===== src/rtl/ttrc_pkg.sv =====
// shared constants, opcode codes and types for the three-register cpu step block
package ttrc_pkg;

  // data memory depth, a power of two from 16 to 128 (the write address field is WADDR_W = 7 bits)
  localparam int unsigned RAM_DEPTH = 128;
  localparam int unsigned RAM_AW    = $clog2(RAM_DEPTH);

  localparam int unsigned NUM_REGS  = 3;
  localparam int unsigned WADDR_W   = 7;
  localparam int unsigned IN_DATA_W  = 24;
  localparam int unsigned OUT_DATA_W = 56;

  typedef enum logic [7:0] {
    OP_ADD = 8'h00,
    OP_SUB = 8'h01,
    OP_JMP = 8'h02,
    OP_JNZ = 8'h03,
    OP_JZ  = 8'h04,
    OP_CMP = 8'h05,
    OP_STO = 8'h06,
    OP_MOV = 8'h07,
    OP_INC = 8'h08,
    OP_DEC = 8'h09,
    OP_STA = 8'h0A
  } opcode_e;

  // one step result, minus the ram read byte, which joins it from the registered ram read in stage 1
  typedef struct packed {
    logic [7:0]         next_pc;
    logic [7:0]         reg_a;
    logic [7:0]         reg_b;
    logic [7:0]         reg_c;
    logic               wen;
    logic [WADDR_W-1:0] waddr;
    logic [7:0]         wdata;
    logic               done;
    logic               is_read;
  } step_res_t;

endpackage


===== src/rtl/ttrc_ram.sv =====
// generic single-port-write, registered-read ram
module ttrc_ram #(
  parameter int unsigned WIDTH = 8,
  parameter int unsigned DEPTH = 128
) (
  input  logic                     clk_i,
  input  logic                     we_i,
  input  logic [$clog2(DEPTH)-1:0] waddr_i,
  input  logic [WIDTH-1:0]         wdata_i,
  input  logic                     re_i,
  input  logic [$clog2(DEPTH)-1:0] raddr_i,
  output logic [WIDTH-1:0]         rdata_o
);

  logic [WIDTH-1:0] mem_q [DEPTH];
  logic [WIDTH-1:0] rdata_q;

  always_ff @(posedge clk_i) begin
    if (we_i) begin
      mem_q[waddr_i] <= wdata_i;
    end
    if (re_i) begin
      rdata_q <= mem_q[raddr_i];
    end
  end

  assign rdata_o = rdata_q;

endmodule


===== src/rtl/tiny_three_register_cpu_step.sv =====
// tiny three-register cpu step: executes one instruction or one ram read per input beat.
// One beat is accepted per clock, back to back unless the output stalls; each beat gives one
// result beat (register update and ram write in the accept cycle, then a stage that picks up
// the registered ram read byte, then the output register). Registers A, B, C and the pc sit in
// flops and are updated in the accept cycle, so the next instruction sees them at once; the
// data memory is a registered-read ram, and a write in one cycle is visible to a read accepted
// in the next, so no forwarding is needed. A valid bit per ram entry, cleared by reset, makes
// unwritten bytes read as zero, so the block is ready right after reset with no clearing pass.
// program_length is written through cfg_we_i / cfg_wdata_i while the block is idle.
module tiny_three_register_cpu_step
  import ttrc_pkg::*;
(
  input  logic                  clk_i,
  input  logic                  rst_ni,
  input  logic                  cfg_we_i,
  input  logic [7:0]            cfg_wdata_i,     // program_length
  input  logic                  s_axis_tvalid_i,
  output logic                  s_axis_tready_o,
  // opcode [7:0], operand_a [15:8], operand_b [23:16]
  input  logic [IN_DATA_W-1:0]  s_axis_tdata_i,
  // action [0]
  input  logic [0:0]            s_axis_tuser_i,
  output logic                  m_axis_tvalid_o,
  input  logic                  m_axis_tready_i,
  // next_pc [7:0], reg_a_value [15:8], reg_b_value [23:16], reg_c_value [31:24],
  // mem_write_enable [32], mem_write_address [39:33], mem_write_data [47:40],
  // read_data [55:48]
  output logic [OUT_DATA_W-1:0] m_axis_tdata_o,
  // done_res
  output logic                  m_axis_tlast_o
);

  // architectural state
  logic [7:0]                   prog_len_q;
  logic [7:0]                   pc_q, pc_d;
  logic [NUM_REGS-1:0][7:0]     rf_q, rf_d;
  logic [RAM_DEPTH-1:0]         ram_vld_q;

  // pipeline control
  logic      s_acc;
  logic      s1_v_q;
  logic      s1_adv;
  logic      out_v_q;
  step_res_t s1_q;
  step_res_t res_d;
  logic      rd_vld_q;

  logic [OUT_DATA_W-1:0] out_data_q;
  logic                  out_last_q;

  // decoded input beat
  logic        act;
  logic [7:0]  opc, opa, opb;
  logic        a_ok, b_ok, run;
  logic [7:0]  reg_opa, reg_opb;

  // ram access
  logic              ram_we;
  logic [RAM_AW-1:0] ram_waddr;
  logic [7:0]        ram_wdata;
  logic              ram_re;
  logic [RAM_AW-1:0] ram_raddr;
  logic [7:0]        ram_rdata;
  logic [7:0]        rd_byte;

  function automatic logic [7:0] reg_sel(input logic [NUM_REGS-1:0][7:0] rf,
                                         input logic [1:0] idx);
    logic [7:0] val;
    case (idx)
      2'd0:    val = rf[0];
      2'd1:    val = rf[1];
      2'd2:    val = rf[2];
      default: val = 8'h00;
    endcase
    return val;
  endfunction

  assign act = s_axis_tuser_i[0];
  assign opc = s_axis_tdata_i[7:0];
  assign opa = s_axis_tdata_i[15:8];
  assign opb = s_axis_tdata_i[23:16];

  // two-deep pipe: stage 1 moves when the output register is empty or being drained
  assign s1_adv          = s1_v_q && (!out_v_q || m_axis_tready_i);
  assign s_axis_tready_o = !s1_v_q || s1_adv;
  assign s_acc           = s_axis_tvalid_i && s_axis_tready_o;

  assign a_ok    = (opa < 8'(NUM_REGS));
  assign b_ok    = (opb < 8'(NUM_REGS));
  assign run     = (pc_q < prog_len_q);
  assign reg_opa = reg_sel(rf_q, opa[1:0]);
  assign reg_opb = reg_sel(rf_q, opb[1:0]);

  // execute: pc advance, then the opcode; a step past the program end changes nothing
  always_comb begin
    pc_d      = pc_q;
    rf_d      = rf_q;
    ram_we    = 1'b0;
    ram_waddr = '0;
    ram_wdata = 8'h00;
    if (s_acc && !act && run) begin
      pc_d = pc_q + 8'd1;
      case (opcode_e'(opc))
        OP_ADD: rf_d[2] = rf_q[0] + rf_q[1];
        OP_SUB: rf_d[2] = rf_q[0] - rf_q[1];
        OP_JMP: pc_d = opa;
        OP_JNZ: begin
          if (rf_q[2] != 8'h00) begin
            pc_d = opa;
          end
        end
        OP_JZ: begin
          if (rf_q[2] == 8'h00) begin
            pc_d = opa;
          end
        end
        OP_CMP: rf_d[2] = (rf_q[0] == rf_q[1]) ? 8'h00 : 8'h01;
        OP_STO: begin
          if (a_ok) begin
            ram_we    = 1'b1;
            ram_waddr = opb[RAM_AW-1:0];
            ram_wdata = reg_opa;
          end
        end
        OP_MOV: begin
          if (a_ok) begin
            rf_d[opa[1:0]] = opb;
          end
        end
        OP_INC: begin
          if (a_ok) begin
            rf_d[opa[1:0]] = reg_opa + 8'd1;
          end
        end
        OP_DEC: begin
          if (a_ok) begin
            rf_d[opa[1:0]] = reg_opa - 8'd1;
          end
        end
        OP_STA: begin
          // register value used as address, wrapped to the ram depth
          if (a_ok && b_ok) begin
            ram_we    = 1'b1;
            ram_waddr = reg_opa[RAM_AW-1:0];
            ram_wdata = reg_opb;
          end
        end
        default: ;
      endcase
    end
  end

  // read action fetches the byte; the ram output holds while stage 1 stalls
  assign ram_re    = s_acc && act;
  assign ram_raddr = opb[RAM_AW-1:0];

  always_comb begin
    res_d.next_pc = pc_d;
    res_d.reg_a   = rf_d[0];
    res_d.reg_b   = rf_d[1];
    res_d.reg_c   = rf_d[2];
    res_d.wen     = ram_we;
    res_d.waddr   = WADDR_W'(ram_waddr);
    res_d.wdata   = ram_wdata;
    res_d.done    = (pc_d >= prog_len_q);
    res_d.is_read = act;
  end

  ttrc_ram #(
    .WIDTH (8),
    .DEPTH (RAM_DEPTH)
  ) u_ram (
    .clk_i   (clk_i),
    .we_i    (ram_we),
    .waddr_i (ram_waddr),
    .wdata_i (ram_wdata),
    .re_i    (ram_re),
    .raddr_i (ram_raddr),
    .rdata_o (ram_rdata)
  );

  // state and per-entry valid bits
  always_ff @(posedge clk_i or negedge rst_ni) begin
    if (!rst_ni) begin
      prog_len_q <= 8'h00;
      pc_q       <= 8'h00;
      rf_q       <= '0;
      ram_vld_q  <= '0;
      rd_vld_q   <= 1'b0;
    end else begin
      if (cfg_we_i) begin
        prog_len_q <= cfg_wdata_i;
      end
      pc_q <= pc_d;
      rf_q <= rf_d;
      if (ram_we) begin
        ram_vld_q[ram_waddr] <= 1'b1;
      end
      if (ram_re) begin
        rd_vld_q <= ram_vld_q[ram_raddr];
      end
    end
  end

  // never-written bytes read as zero; execute beats report zero
  assign rd_byte = (s1_q.is_read && rd_vld_q) ? ram_rdata : 8'h00;

  // pipeline valids
  always_ff @(posedge clk_i or negedge rst_ni) begin
    if (!rst_ni) begin
      s1_v_q  <= 1'b0;
      out_v_q <= 1'b0;
    end else begin
      if (s_axis_tready_o) begin
        s1_v_q <= s_axis_tvalid_i;
      end
      if (!out_v_q || m_axis_tready_i) begin
        out_v_q <= s1_v_q;
      end
    end
  end

  // payload registers
  always_ff @(posedge clk_i) begin
    if (s_acc) begin
      s1_q <= res_d;
    end
    if (s1_adv) begin
      out_data_q <= {rd_byte, s1_q.wdata, s1_q.waddr, s1_q.wen,
                     s1_q.reg_c, s1_q.reg_b, s1_q.reg_a, s1_q.next_pc};
      out_last_q <= s1_q.done;
    end
  end

  assign m_axis_tvalid_o = out_v_q;
  assign m_axis_tdata_o  = out_data_q;
  assign m_axis_tlast_o  = out_last_q;

`ifndef ASSERT_OFF
  // ram is written only by an accepted execute beat
  a_we_exec: assert property (@(posedge clk_i) disable iff (!rst_ni)
    ram_we |-> (s_acc && !act))
    else $error("ram write without accepted execute beat");

  // an accepted beat always lands in stage 1
  a_s1_fill: assert property (@(posedge clk_i) disable iff (!rst_ni)
    s_acc |=> s1_v_q)
    else $error("accepted beat lost before stage 1");

  // no new beat while stage 1 is blocked
  a_no_overrun: assert property (@(posedge clk_i) disable iff (!rst_ni)
    (s1_v_q && !s1_adv) |-> !s_acc)
    else $error("stage 1 overrun");

  // pc only moves on an accepted beat
  a_pc_hold: assert property (@(posedge clk_i) disable iff (!rst_ni)
    !s_acc |=> $stable(pc_q))
    else $error("pc changed without a beat");

  // a step that writes ram never carries a read byte
  a_wen_no_read: assert property (@(posedge clk_i) disable iff (!rst_ni)
    (m_axis_tvalid_o && m_axis_tdata_o[32]) |-> (m_axis_tdata_o[55:48] == 8'h00))
    else $error("write step with read data");
`endif

endmodule


===== config.mk =====
export PLATFORM = sky130hd
export DESIGN_NAME = tiny_three_register_cpu_step
export DESIGN_NICKNAME = d
export VERILOG_FILES = /design/src/rtl/ttrc_pkg.sv /design/src/rtl/ttrc_ram.sv /design/src/rtl/tiny_three_register_cpu_step.sv
export SDC_FILE = /design/constraint.sdc
export NUM_CORES = 2
export LEC_CHECK = 0
export ABC_AREA = 1
export ABC_CLOCK_PERIOD_IN_PS = 5800
export BUFFER_PORTS_ARGS = -buffer_cell sky130_fd_sc_hd__buf_2
export CORE_MARGIN = 2
export CORE_UTILIZATION = 45
export CTS_BUF_LIST = sky130_fd_sc_hd__clkbuf_4 sky130_fd_sc_hd__clkbuf_8 sky130_fd_sc_hd__clkbuf_16
export CTS_CLUSTER_SIZE = 10
export DETAILED_ROUTE_END_ITERATION = 6
export PLACE_DENSITY = 0.67
export SLEW_MARGIN = 20
export SYNTH_ARGS = -nofsm -noshare
export SYNTH_HDL_FRONTEND = slang
export SYNTH_HIERARCHICAL = 1
export SYNTH_SLANG_ARGS = --single-unit

===== constraint.sdc =====
create_clock -name clk_i -period 5.8 [get_ports clk_i]
set_input_delay 1.74 -clock clk_i [delete_from_list [all_inputs] [get_ports clk_i]]
set_output_delay 1.74 -clock clk_i [all_outputs]
set_load 0.1 [all_outputs]

**After elaboration in Yosys (flattened, before gate mapping)**

Memory sizes are Yosys's and may differ from the RTL's. A register that Yosys moved wholly into a read port is not among the register bits.
Index checks and enable logic that the tools add are counted.

- Flip-flop bits (word level): 278
- Latch bits: 0
- Bits in writable memories: 1024
- Memory bits (read-only): 0
- Output and inout bits: 59
- Logic and storage cells: 107
- Memories kept: 1

- Add/subtract/negate cells: 5
- Multipliers: 0
- Div/mod/pow operators: 0
- Magnitude comparators: 9
- Equal/unequal tests: 15
- Shifts and indexed selects: 0
- Multiplexer cells: 36
- Bitwise logic cells: 1
- Reductions and logical operators: 19

Memory list:

| name | words | bits a word | read ports | clocked after memory_dff | write ports | line | text |
|---|---|---|---|---|---|---|---|
| u_ram.mem_q | 128 | 8 | 1 | 1 | 1 | ttrc_ram.sv:15 | `logic [WIDTH-1:0] mem_q [DEPTH];` |

Operators with widths:

| cell | number |
|---|---|
| bitwise OR 128 bit | 1 |
| two-way mux 24 bit | 4 |
| bitwise mux 24 bit | 3 |
| one-hot mux 8 bit (3 select lines) | 3 |
| two-way mux 8 bit | 7 |
| one-hot mux 16 bit (3 select lines) | 1 |
| one-hot mux 8 bit (6 select lines) | 1 |
| equality test 8 x 3 -> 1 bit, second input constant | 4 |
| equality test 8 x 4 -> 1 bit, second input constant | 3 |
| two-way mux 7 bit | 3 |
| adder 8 x 1 -> 8 bit, second input constant | 2 |
| demux 8 bit (select 2 bit) | 1 |
| equality test 8 x 2 -> 1 bit, second input constant | 2 |
| zero test 8 bit | 2 |
| < comparator 7 x 8 -> 1 bit, second input constant | 2 |
| < comparator 8 x 2 -> 1 bit, second input constant | 2 |
| one-hot mux 8 bit (2 select lines) | 1 |
| one-hot mux 7 bit (2 select lines) | 1 |
| logical AND 1 bit | 9 |
| adder 8 bit | 1 |
| equality test 8 x 1 -> 1 bit, second input constant | 1 |
| equality test 8 bit | 1 |
| greater-or-equal comparator 8 bit | 1 |
| < comparator 8 bit | 1 |
| 15 further kinds | 28 |

**Depth between registers and ports, before layout**

- Word-level depth: 13
- Mapped depth: 20

**Modules after synthesis**

Netlist, hierarchy kept.

By module, submodules not included:

| module | times used | cells an instance | area each (µm²) | seq. area each (µm²) |
|---|---|---|---|---|
| ttrc_ram | 1 | 3575 | 42184.2 | 30989.7 |
| tiny_three_register_cpu_step | 1 | 1702 | 14472.6 | 7492.2 |

**Worst setup path after synthesis**

OpenSTA, ideal clock, no wires.

- Path kind: in2reg
- Start: input m_axis_tready_i
- End: register s1_q[2] (netlist bit) (data pin)
- Library setup time: 800 ps
- Arrival: 6828 ps
- Required time: 5000 ps
- Path slack: -1828 ps
- Stages: 10
- Path through: inv_2 -> nand3_1 -> nand2_1 -> nor2_1 -> nand3_4 -> inv_2 -> buf_4 -> o21ai_0 -> buf_2 -> nor2_1

- Longest elaborated chain between the ends: 7

RTL lines:

| element | line | text |
|---|---|---|
| from (decl) | tiny_three_register_cpu_step.sv:24 | `input logic m_axis_tready_i,` |
| logical OR 1 bit | tiny_three_register_cpu_step.sv:84 | `assign s1_adv = s1_v_q && (!out_v_q \|\| m_axis_tready_i);` |
| logical AND 1 bit | tiny_three_register_cpu_step.sv:84 |  |
| logical OR 1 bit | tiny_three_register_cpu_step.sv:85 | `assign s_axis_tready_o = !s1_v_q \|\| s1_adv;` |
| via s_axis_tready_o | tiny_three_register_cpu_step.sv:18 | `output logic s_axis_tready_o,` |
| logical AND 1 bit | tiny_three_register_cpu_step.sv:86 | `assign s_acc = s_axis_tvalid_i && s_axis_tready_o;` |
| logical AND 1 bit (2 in series) | tiny_three_register_cpu_step.sv:101 | `if (s_acc && !act && run) begin` |
| two-way mux 8 bit | tiny_three_register_cpu_step.sv:101 |  |
| via ram_wdata[0] | tiny_three_register_cpu_step.sv:60 | `logic [7:0] ram_wdata;` |
| to (signal assigned) | tiny_three_register_cpu_step.sv:226 | `s1_q <= res_d;` |
| to (decl) | tiny_three_register_cpu_step.sv:44 | `step_res_t s1_q;` |

The timed path passes the listed nets, and every way through them passes these cells.
A chain may end at the register's enable or synchronous reset.

**Final worst setup path**

- Start: input s_axis_tdata_i[8]
- End: memory u_ram.mem_q[45][1], enable pin

RTL lines:

| element | line | text |
|---|---|---|
| from (decl) | tiny_three_register_cpu_step.sv:20 | `input logic [IN_DATA_W-1:0] s_axis_tdata_i,` |
| < comparator 8 x 2 -> 1 bit (tied with other cells) | tiny_three_register_cpu_step.sv:88 | `assign a_ok = (opa < 8'(NUM_REGS));` |
| logical AND 1 bit / one-hot mux 8 bit (3 select lines) (equally long branches) | tiny_three_register_cpu_step.sv:142, tiny_three_register_cpu_step.sv:69 |  |
| two-way mux 7 bit | tiny_three_register_cpu_step.sv:142 | `if (a_ok && b_ok) begin` |
| one-hot mux 7 bit (2 select lines) (*) | tiny_three_register_cpu_step.sv:103 | `case (opcode_e'(opc))` |
| two-way mux 7 bit (*) | tiny_three_register_cpu_step.sv:101 |  |
| via ram_waddr[5] | tiny_three_register_cpu_step.sv:59 | `logic [RAM_AW-1:0] ram_waddr;` |
| to (decl) | ttrc_ram.sv:15 |  |

The timed path passes the listed nets; every way through them passes the cells marked *.

==> summary.md <==
| Metric | Value |
|---|---|
| # IOs | 97 |
| Least-Margin Pin Slew | 1.13 ns |
| Top-count cell post-synth | nand2_1 |
| Mapped Area | 56700 µm² |
| Failing checks | design-rule violations |
| Post-Syn Nets | 5349 |
| Cts bufs inserted | 151 |
| Root Driver | clkbuf_16 |
| Clk buf depth | 3 |
| Maximum VDD drop | 0.271 mV |
| Vias | 39200 |
| Final-report hold violation count | 0 |
| Drt via density | 5.56 |
| HPWL after DPL | 90700 µm |
| Post-CTS sizing | 0 |
| Post-synthesis cell type count | 54 |
| Hold Path Class | reg -> reg |
| First-pass GRT wire length | 228000 µm |
| Worst path required time | 6.21 ns |
| WP depth | 14 |
| Async set-reset flop share out of synthesis | 13.1% |
| Startpoint Class | input pin |
| Reg-to-reg slack, setup | 1.38 ns |
| Critical path startpoint | s_axis_tdata_i[8] |
| Crit path to | u_ram/mem_q[45][1]$_DFFE_PP_ |
| Routed WL | 149000 µm |
| # DRC | 2 |
| Cell-by-cell listing of the critical path | buf_2 > nand2_1 > nand2_1 > nor2_2 > nand2_1 > inv_2 > nand2_1 > inv_1 > a21oi_1 > nor2_1 > inv_1 > nor2_1 > nand2_1 > nor2_1 |
| Worst path most repeated cell | nand2_1 |
| Core box area | 125000 µm² |
| DIE HEIGHT | 359 µm |
| TritonRoute pass-1 iters | 7 |
| Core Rows | 130 |
| Fmax | 204 MHz |
| Synth top area cells | edfxtp_1, nand2_1, nand3_1 |
| Slew headroom | 24.2% |
| Synthesis Warnings | 6 |
| Area growth syn-to-layout | 11.4% |
| Final setup viols | 0 |
| Leakage | 23.7 nW |
| Global route total overflow | 0 |
| Mapped Cells | 5277 |
| Hold buffer count at cts | 0 |
| Final antenna-violating net count | 0 |
| Yosys top cell area share | 60.4% |
| Post-route cell area | 63100 µm² |
| Critical Path Fanout Max | 10 |
| Clock sink count | 1310 |
| Worst reg2reg path depth | 13 |
| Reg2reg end | u_ram/mem_q[45][1]$_DFFE_PP_ |
| Fin. max-slew vios | 0 |
| Top Family by Delay on Critical Path | simple AND/OR/NAND/NOR gates |
| Cell Area, Placed | 58800 µm² |
| Power Dens Cells | 326 nW/µm² |
| Fraction of layout cells with a size suffix above 1 | 9.56% |
| Clk_lat worst skew | 0.79 ns |
| GR Util All Layers | 23.0% |
| Min Tclk post-route | 4.89 ns |
| Final GP Congestion | 0.944 |
| H-tree depth | 4 |
| Max-cap violations | 0 |
| Critical path class | in -> reg |
| Vias in the first global route | 38200 |
| Status | complete, but fails checks |
| Initial DRC Count | 4362 |
| Initial antenna violation count | 1 |
| Die Area | 129000 µm² |
| EDFF count, synth | 1139 |
| Wirelength per Cell | 21.2 µm |
| Post-CTS setup buffer count | 0 |
| Worst path buffer plus inverter count | 4 |
| Worst R2R Start | prog_len_q[5]$_DFFE_PN0P_ |
| Critical Path Sink Type | register |
| Nets | 5429 |
| Setup TNS | 0 ns |
| Setup WS pre-CTS | 0.213 ns |
| Horiz. Die Dim | 359 µm |
| Final Skew | 0.0245 ns |
| Tot Pwr | 20.6 mW |
| Synth Area per Inst | 10.7 µm² |
| Synthesized flop and latch total | 1310 |
| RSZ-0062 raised after global routing | false |
| Leading area contributor after synthesis | edfxtp_1 |
| Sequential area share after synthesis | 67.9% |
| Crit-path max cell delay | 0.70 ns |
| CTS tree | yes |
| Initial Utilization | 45.2% |
| Pin count of the biggest net entering global routing | 185 |
| Port-buffer cells | 96 |
| WP data arrival | 5.31 ns |
| Crit share post-route | 84.4% |
| Slowest cell on the critical path | nor2_1 |
| Top_reg_cell synth | edfxtp_1 |
| Worst Slack Setup Final | 0.905 ns |
| Clk pin slew, worst setup/hold paths | 0.05 ns |
| Worst hold slack | 0.412 ns |
| Post-synth top cells | nand2_1, edfxtp_1, nand3_1 |
-- metal layers --
| metal | track usage [%] | vias up | share of wire, % |
|---|---|---|---|
| li1 | - | 18100 | - |
| met1 | 31.2 | 18900 | 41 |
| met2 | 36.6 | 1804 | 47 |
| met3 | 4.86 | 322 | 8.6 |
| met4 | 8.55 | 0 | 3.2 |
| met5 | 0 | - | 0 |
-- how the worst min path moves through the flow --
stage                        from  cells past startpoint                            to  slack (ns)
2_1_floorplan  s1_q[42]$_DFFE_PP_                      0   m_axis_tdata_o[0]$_DFFE_PP_        0.40
3_3_place_gp    s1_q[2]$_DFFE_PP_                      0  m_axis_tdata_o[40]$_DFFE_PP_        0.40
3_5_place_dp   s1_q[37]$_DFFE_PP_                      0  m_axis_tdata_o[11]$_DFFE_PP_        0.40
4_1_cts         s1_q[7]$_DFFE_PP_                      0  m_axis_tdata_o[45]$_DFFE_PP_        0.42
5_1_grt         s1_q[5]$_DFFE_PP_                      0  m_axis_tdata_o[43]$_DFFE_PP_        0.42
6_report        s1_q[9]$_DFFE_PP_                      0  m_axis_tdata_o[47]$_DFFE_PP_        0.41
-- power by group --
group / internal (mW) / switching (mW) / leakage [nW]
Combinational: 0.422 / 1.27 / 11.0
Sequential: 10.3 / 0.0839 / 10.7
Clock: 4.96 / 3.54 / 2.13
-- cell families after synthesis --
group           synth area share, %
flops                          67.9
xor+xnor                     0.0928
simple gates                   24.6
fa+ha+maj                     0.777
buf+inv                        4.68
compound gates                 1.97
-- through the flow --
stage	cells	utilization [%]
floorplan	5277	-
global placement	6854	46.9
detailed placement	6854	46.9
CTS	7048	50.4
global route	7048	50.4
finish	7050	50.4
-- cell usage in the layout (no fill, tap or decap), types with 7 or more instances in the layout --
master and n:
inv_2 26, ha_1 32, nor2_4 37, inv_1 248, buf_12 21, nand4_1 37, a22oi_1 14, nor2_2 14
edfxtp_1 1139, nand3_1 1044, a31oi_1 9, a21oi_1 58, nor2_1 231, nand2_4 7, nand2_1 1785, clkbuf_16 153
clkbuf_4 24, o211ai_1 11, inv_6 8, buf_4 82, buf_2 91, o21ai_0 35, o21ai_1 11, nor3_1 11
o21bai_1 13, dfrtp_1 171
-- flip-flops by register name, indices dropped and copies added (netlist names), 8 cells and up --
signal	flops
m_axis_tdata_o	56
rf_q	24
u_ram/rdata_o	8
pc_q	8
u_ram/mem_q	1024
s1_q	50
prog_len_q	8
ram_vld_q	128
-- final cells by class --
type                       instances  area, µm²
sequential                      1310      38500
clock inverter                    16        287
antenna                            2       5.00
inverter                         281       1090
multi-input combinational       3415      15600
clock buffer                     178       4020
tap                             1650       2060
timing repair buffer             198       1540
fill                           11000      62100
Note: power is estimated with default switching activity, not from simulation.
